$ cat src/rtl/bsl_pkg.sv
// Shared types and constants for the bounded sorted list engine.
// No dependencies; imported by bsl_cell, bsl_pick and the top level.
package bsl_pkg;

  localparam int KEY_W    = 32;
  localparam int DATA_W   = 32;
  localparam int WORD_W   = KEY_W + DATA_W;
  localparam int MODE_W   = 3;
  localparam int STATUS_W = 2;
  localparam int CNT_W    = 8;

  // Request modes
  localparam logic [MODE_W-1:0] MODE_CLEAR     = 3'd0;
  localparam logic [MODE_W-1:0] MODE_INS_FRONT = 3'd1;
  localparam logic [MODE_W-1:0] MODE_INS_BACK  = 3'd2;
  localparam logic [MODE_W-1:0] MODE_REM_FRONT = 3'd3;
  localparam logic [MODE_W-1:0] MODE_REM_BACK  = 3'd4;
  localparam logic [MODE_W-1:0] MODE_REM_KEY   = 3'd5;

  // Result status codes
  localparam logic [STATUS_W-1:0] ST_OK    = 2'd0;
  localparam logic [STATUS_W-1:0] ST_FULL  = 2'd1;
  localparam logic [STATUS_W-1:0] ST_EMPTY = 2'd2;
  localparam logic [STATUS_W-1:0] ST_MISS  = 2'd3;

  // What a cell loads at the next edge
  typedef enum logic [1:0] {
    OP_HOLD = 2'd0,
    OP_LOAD = 2'd1,
    OP_UP   = 2'd2,
    OP_DOWN = 2'd3
  } cell_op_t;

  // Compare results a cell reports against the request key
  typedef struct packed {
    logic match;
    logic ge;
  } cell_flags_t;

endpackage

$ cat src/rtl/bsl_cell.sv
// One list position: holds a key/data word and compares its key.
// Depends on bsl_pkg for word widths, cell_op_t and cell_flags_t.
module bsl_cell (
  input  logic                          clk,
  input  bsl_pkg::cell_op_t             op,
  input  logic [bsl_pkg::WORD_W-1:0]    new_word,
  input  logic [bsl_pkg::WORD_W-1:0]    lo_word,
  input  logic [bsl_pkg::WORD_W-1:0]    hi_word,
  input  logic [bsl_pkg::KEY_W-1:0]     rkey,
  output logic [bsl_pkg::WORD_W-1:0]    word,
  output bsl_pkg::cell_flags_t          flags
);
  import bsl_pkg::*;

  logic [KEY_W-1:0] own_key;

  // Load from the request, take the lower or upper neighbor, or hold
  always_ff @(posedge clk) begin
    unique case (op)
      OP_LOAD: word <= new_word;
      OP_UP:   word <= lo_word;
      OP_DOWN: word <= hi_word;
      OP_HOLD: word <= word;
      default: word <= word;
    endcase
  end

  // Compare stored key against the request key
  assign own_key     = word[WORD_W-1:DATA_W];
  assign flags.match = (own_key == rkey);
  assign flags.ge    = (own_key >= rkey);

endmodule

$ cat config.mk
export PLATFORM = sky130hd
export DESIGN_NAME = bsl_cell
export DESIGN_NICKNAME = d
export VERILOG_FILES = /design/src/rtl/bsl_pkg.sv /design/src/rtl/bsl_cell.sv
export SDC_FILE = /design/constraint.sdc
export NUM_CORES = 1
export LEC_CHECK = 0
export ABC_AREA = 0
export BUFFER_PORTS_ARGS = -buffer_cell sky130_fd_sc_hd__buf_2
export CAP_MARGIN = 10
export CORE_AREA = 2 2 114 116
export CTS_BUF_LIST = sky130_fd_sc_hd__clkbuf_4 sky130_fd_sc_hd__clkbuf_8
export DETAILED_ROUTE_END_ITERATION = 16
export DIE_AREA = 0 0 116 118
export GPL_ROUTABILITY_DRIVEN = 1
export PLACE_DENSITY_LB_ADDON = 0.05
export SKIP_CTS_REPAIR_TIMING = 1
export SYNTH_ARGS = -nofsm -noshare
export SYNTH_HDL_FRONTEND = slang
export SYNTH_SLANG_ARGS = --single-unit
$ cat constraint.sdc
create_clock -name clk -period 3.1 [get_ports clk]
set_clock_uncertainty 0.15 [all_clocks]
set_input_delay 0.62 -clock clk [delete_from_list [all_inputs] [get_ports clk]]
set_output_delay 0.62 -clock clk [all_outputs]
set_load 0.1 [all_outputs]
==> results.cfg <==
[global_route]
grt_pass1_vias = 3879
grt_pass1_wl_um = 18100
track_usage_pct = 17.2
antenna_found_initial = 1
grt_max_degree = 129
grt.overflow.total = 0

[die]
die_area_um2 = 13700
initial_utilization_pct = 32.5
coreArea_um2 = 12400
ios = 293
die-height_um = 118
core.rowCount = 41
fp.dieW_um = 116

[routing]
routed_wl_um = 11900
num_vias = 3935
wire_per_inst_um = 13.8
drt-pass1-iter-count = 4
ant_nets = 0
initialDrtViolationCount = 94
vias_per_cell = 4.55
drc = 0

[worst_setup_path]
crit_chain = ha_4, and4_4, nand4_1, or4_4, buf_6, nor3_4, buf_12
crit_family = simple AND/OR/NAND/NOR gates
arrival_ps = 2370
cp_max_fo = 2
cpPeakStageDelay_ps = 470
worstSetupEndpointType = output pin
cp_slowest_cell = or4_4
crit_buf_inv = 2
required_ps = 2330
critPathKind = register to output pin
cp-start-kind = register

[synthesis]
ys_seq_area_share_pct = 47.6
async_flop_share_pct = 0
synthCells = 389
ys_ff_latch = 64
synth_edf_count = 64
syn_area_per_cell_um2 = 10.4
ys_warn_count = 0
syn_area_um2 = 4040
yosysTopAreaCellShare_pct = 47.6
synth_nets = 648
synthFlopType = edfxtp_1
synthDistinctLibCells = 26
ys_top_cells_by_area = edfxtp_1, mux2i_1, ha_1, a21oi_1, nor2_1
synth_top_cell_by_area = edfxtp_1

[timing]
tightest_slew_ps = 569
setup_violations = 1
setup_ws_ps = -38.6
hold_violations = 0
fin_crit_ps = 3140
finalCritPeriodShare_pct = 101
tns_ps = -38.6
grt_setup_unrepaired = yes
fmax_mhz = 319
slew_viol_final = 0
max-slew-margin-rel_pct = 62.0

[clock_tree]
cts_htree_levels = 3
clk_pin_slew_ps = 80
clockBufferDepth = 2
cts_tree = built
clock-sinks = 64
cts_buffers = 9
cts-root-buf = clkbuf_8

[placed_design]
io_buffer_count = 292
dp_hpwl_um = 9760
routabilityCongestion = 0.827

[pwr]
leakagePower_uw = 0.00312
power_density_nw_per_um2 = 532
vdd_drop_max_v = 0.000228

[run_status]
status = complete, but fails checks
failed_checks = setup timing

[cells_and_area]
final_net_count = 947
top_register = word
layout.area.seq_um2 = 1920
nFillCells = 1221
multi_input_area_um2 = 1990
fin_util_pct = 49.0
final_layout_size_suffix_gt1_share_pct = 48.6
reg_top3 = word: 64 flops
synthToLayoutAreaGrowth_pct = 50.8
largest_register_ffs = 64
diodes = 0

[job]
maxCapViolCount = 0

[worst_hold_path]
hp-class = primary input to register
## kinds of logic (layout without fill, tap and decap cells)
| logic type | count (synthesis) | in the layout | synth area share, % |
|---|---|---|---|
| fa+ha+maj | 32 | 32 | 9.92 |
| simple gates | 89 | 89 | 9.46 |
| flops | 64 | 64 | 47.6 |
| mux | 64 | 64 | 15.9 |
| compound gates | 87 | 87 | 12.0 |
| buf+inv | 53 | 357 | 5.15 |
## Yosys cell counts (all sizes together), types with 2 or more instances
master  count
nand4       5
nand2       5
a21oi      74
ha         32
nand3       3
mux2i      64
and4        2
clkbuf     14
a21o        4
inv        32
a221o       2
edfxtp     64
o21ai       3
buf         7
nor2       69
## cell type report
type | count | area share, %
clock buffer | 10 | 2.16
clock inverter | 6 | 0.987
inverter | 32 | 1.97
multi-input combinational | 272 | 32.7
sequential | 64 | 31.6
tap | 172 | 3.54
timing repair buffer | 309 | 27.1
## where the power goes
part	switching (µW)	total, µW	internal, µW	leakage (µW)
combinational	1050	1400	353	0.00238
sequential	40.3	1110	1070	0.000645
clock	344	721	376	0.0000955
total	1430	3240	1800	0.00312
## layer usage
| metal | up-vias | global-route usage [%] | wire length, µm |
|---|---|---|---|
| met1 | 1723 | 16.3 | 4300 |
| li1 | 2009 | - | - |
| met5 | - | 0 | 13 |
| met4 | 2 | 6.77 | 335 |
| met2 | 178 | 33.2 | 6300 |
| met3 | 23 | 5.77 | 983 |
## stage by stage
step                power, µW  setup WS, ps  std cells  hold WS, ps  instance area [µm²]
floorplan                2170          -491        389          696                 4060
global placement         2510          -184        847          788                 5810
detailed placement       2520          -233        847          793                 5810
CTS                      3260          -291        863          433                 6000
global route             3390          -128        865          438                 6080
finish                   3240         -38.6        865          445                 6080
## layout by cell type, fill, tap and decap left out, drive strengths merged
master | synthesis | final
buf | 7 | 309
a21oi | 74 | 74
nor2 | 69 | 69
mux2i | 64 | 64
edfxtp | 64 | 64
inv | 32 | 32
ha | 32 | 32
clkbuf | 14 | 10
nand4 | 5 | 5
nand2 | 5 | 5
a21o | 4 | 4
nand3 | 3 | 3
clkinv | 0 | 3
o21ai | 3 | 3
a221o | 2 | 2
clkinvlp | 0 | 2
and4 | 2 | 2
or2 | 1 | 1
and2 | 1 | 1
or4 | 1 | 1
nor3 | 1 | 1
a21boi | 1 | 1
a2111oi | 1 | 1
or3 | 1 | 1
a221oi | 1 | 1
o221ai | 1 | 1
bufinv | 0 | 1
## final timing paths
kind / end / cells past startpoint / start / slack (ps)
worst min-delay path: word[48] / 3 / new_word[48] / 450
worst max-delay path: flags[1] / 7 / word[62] / -40
Power figures use the tool's default switching activity.
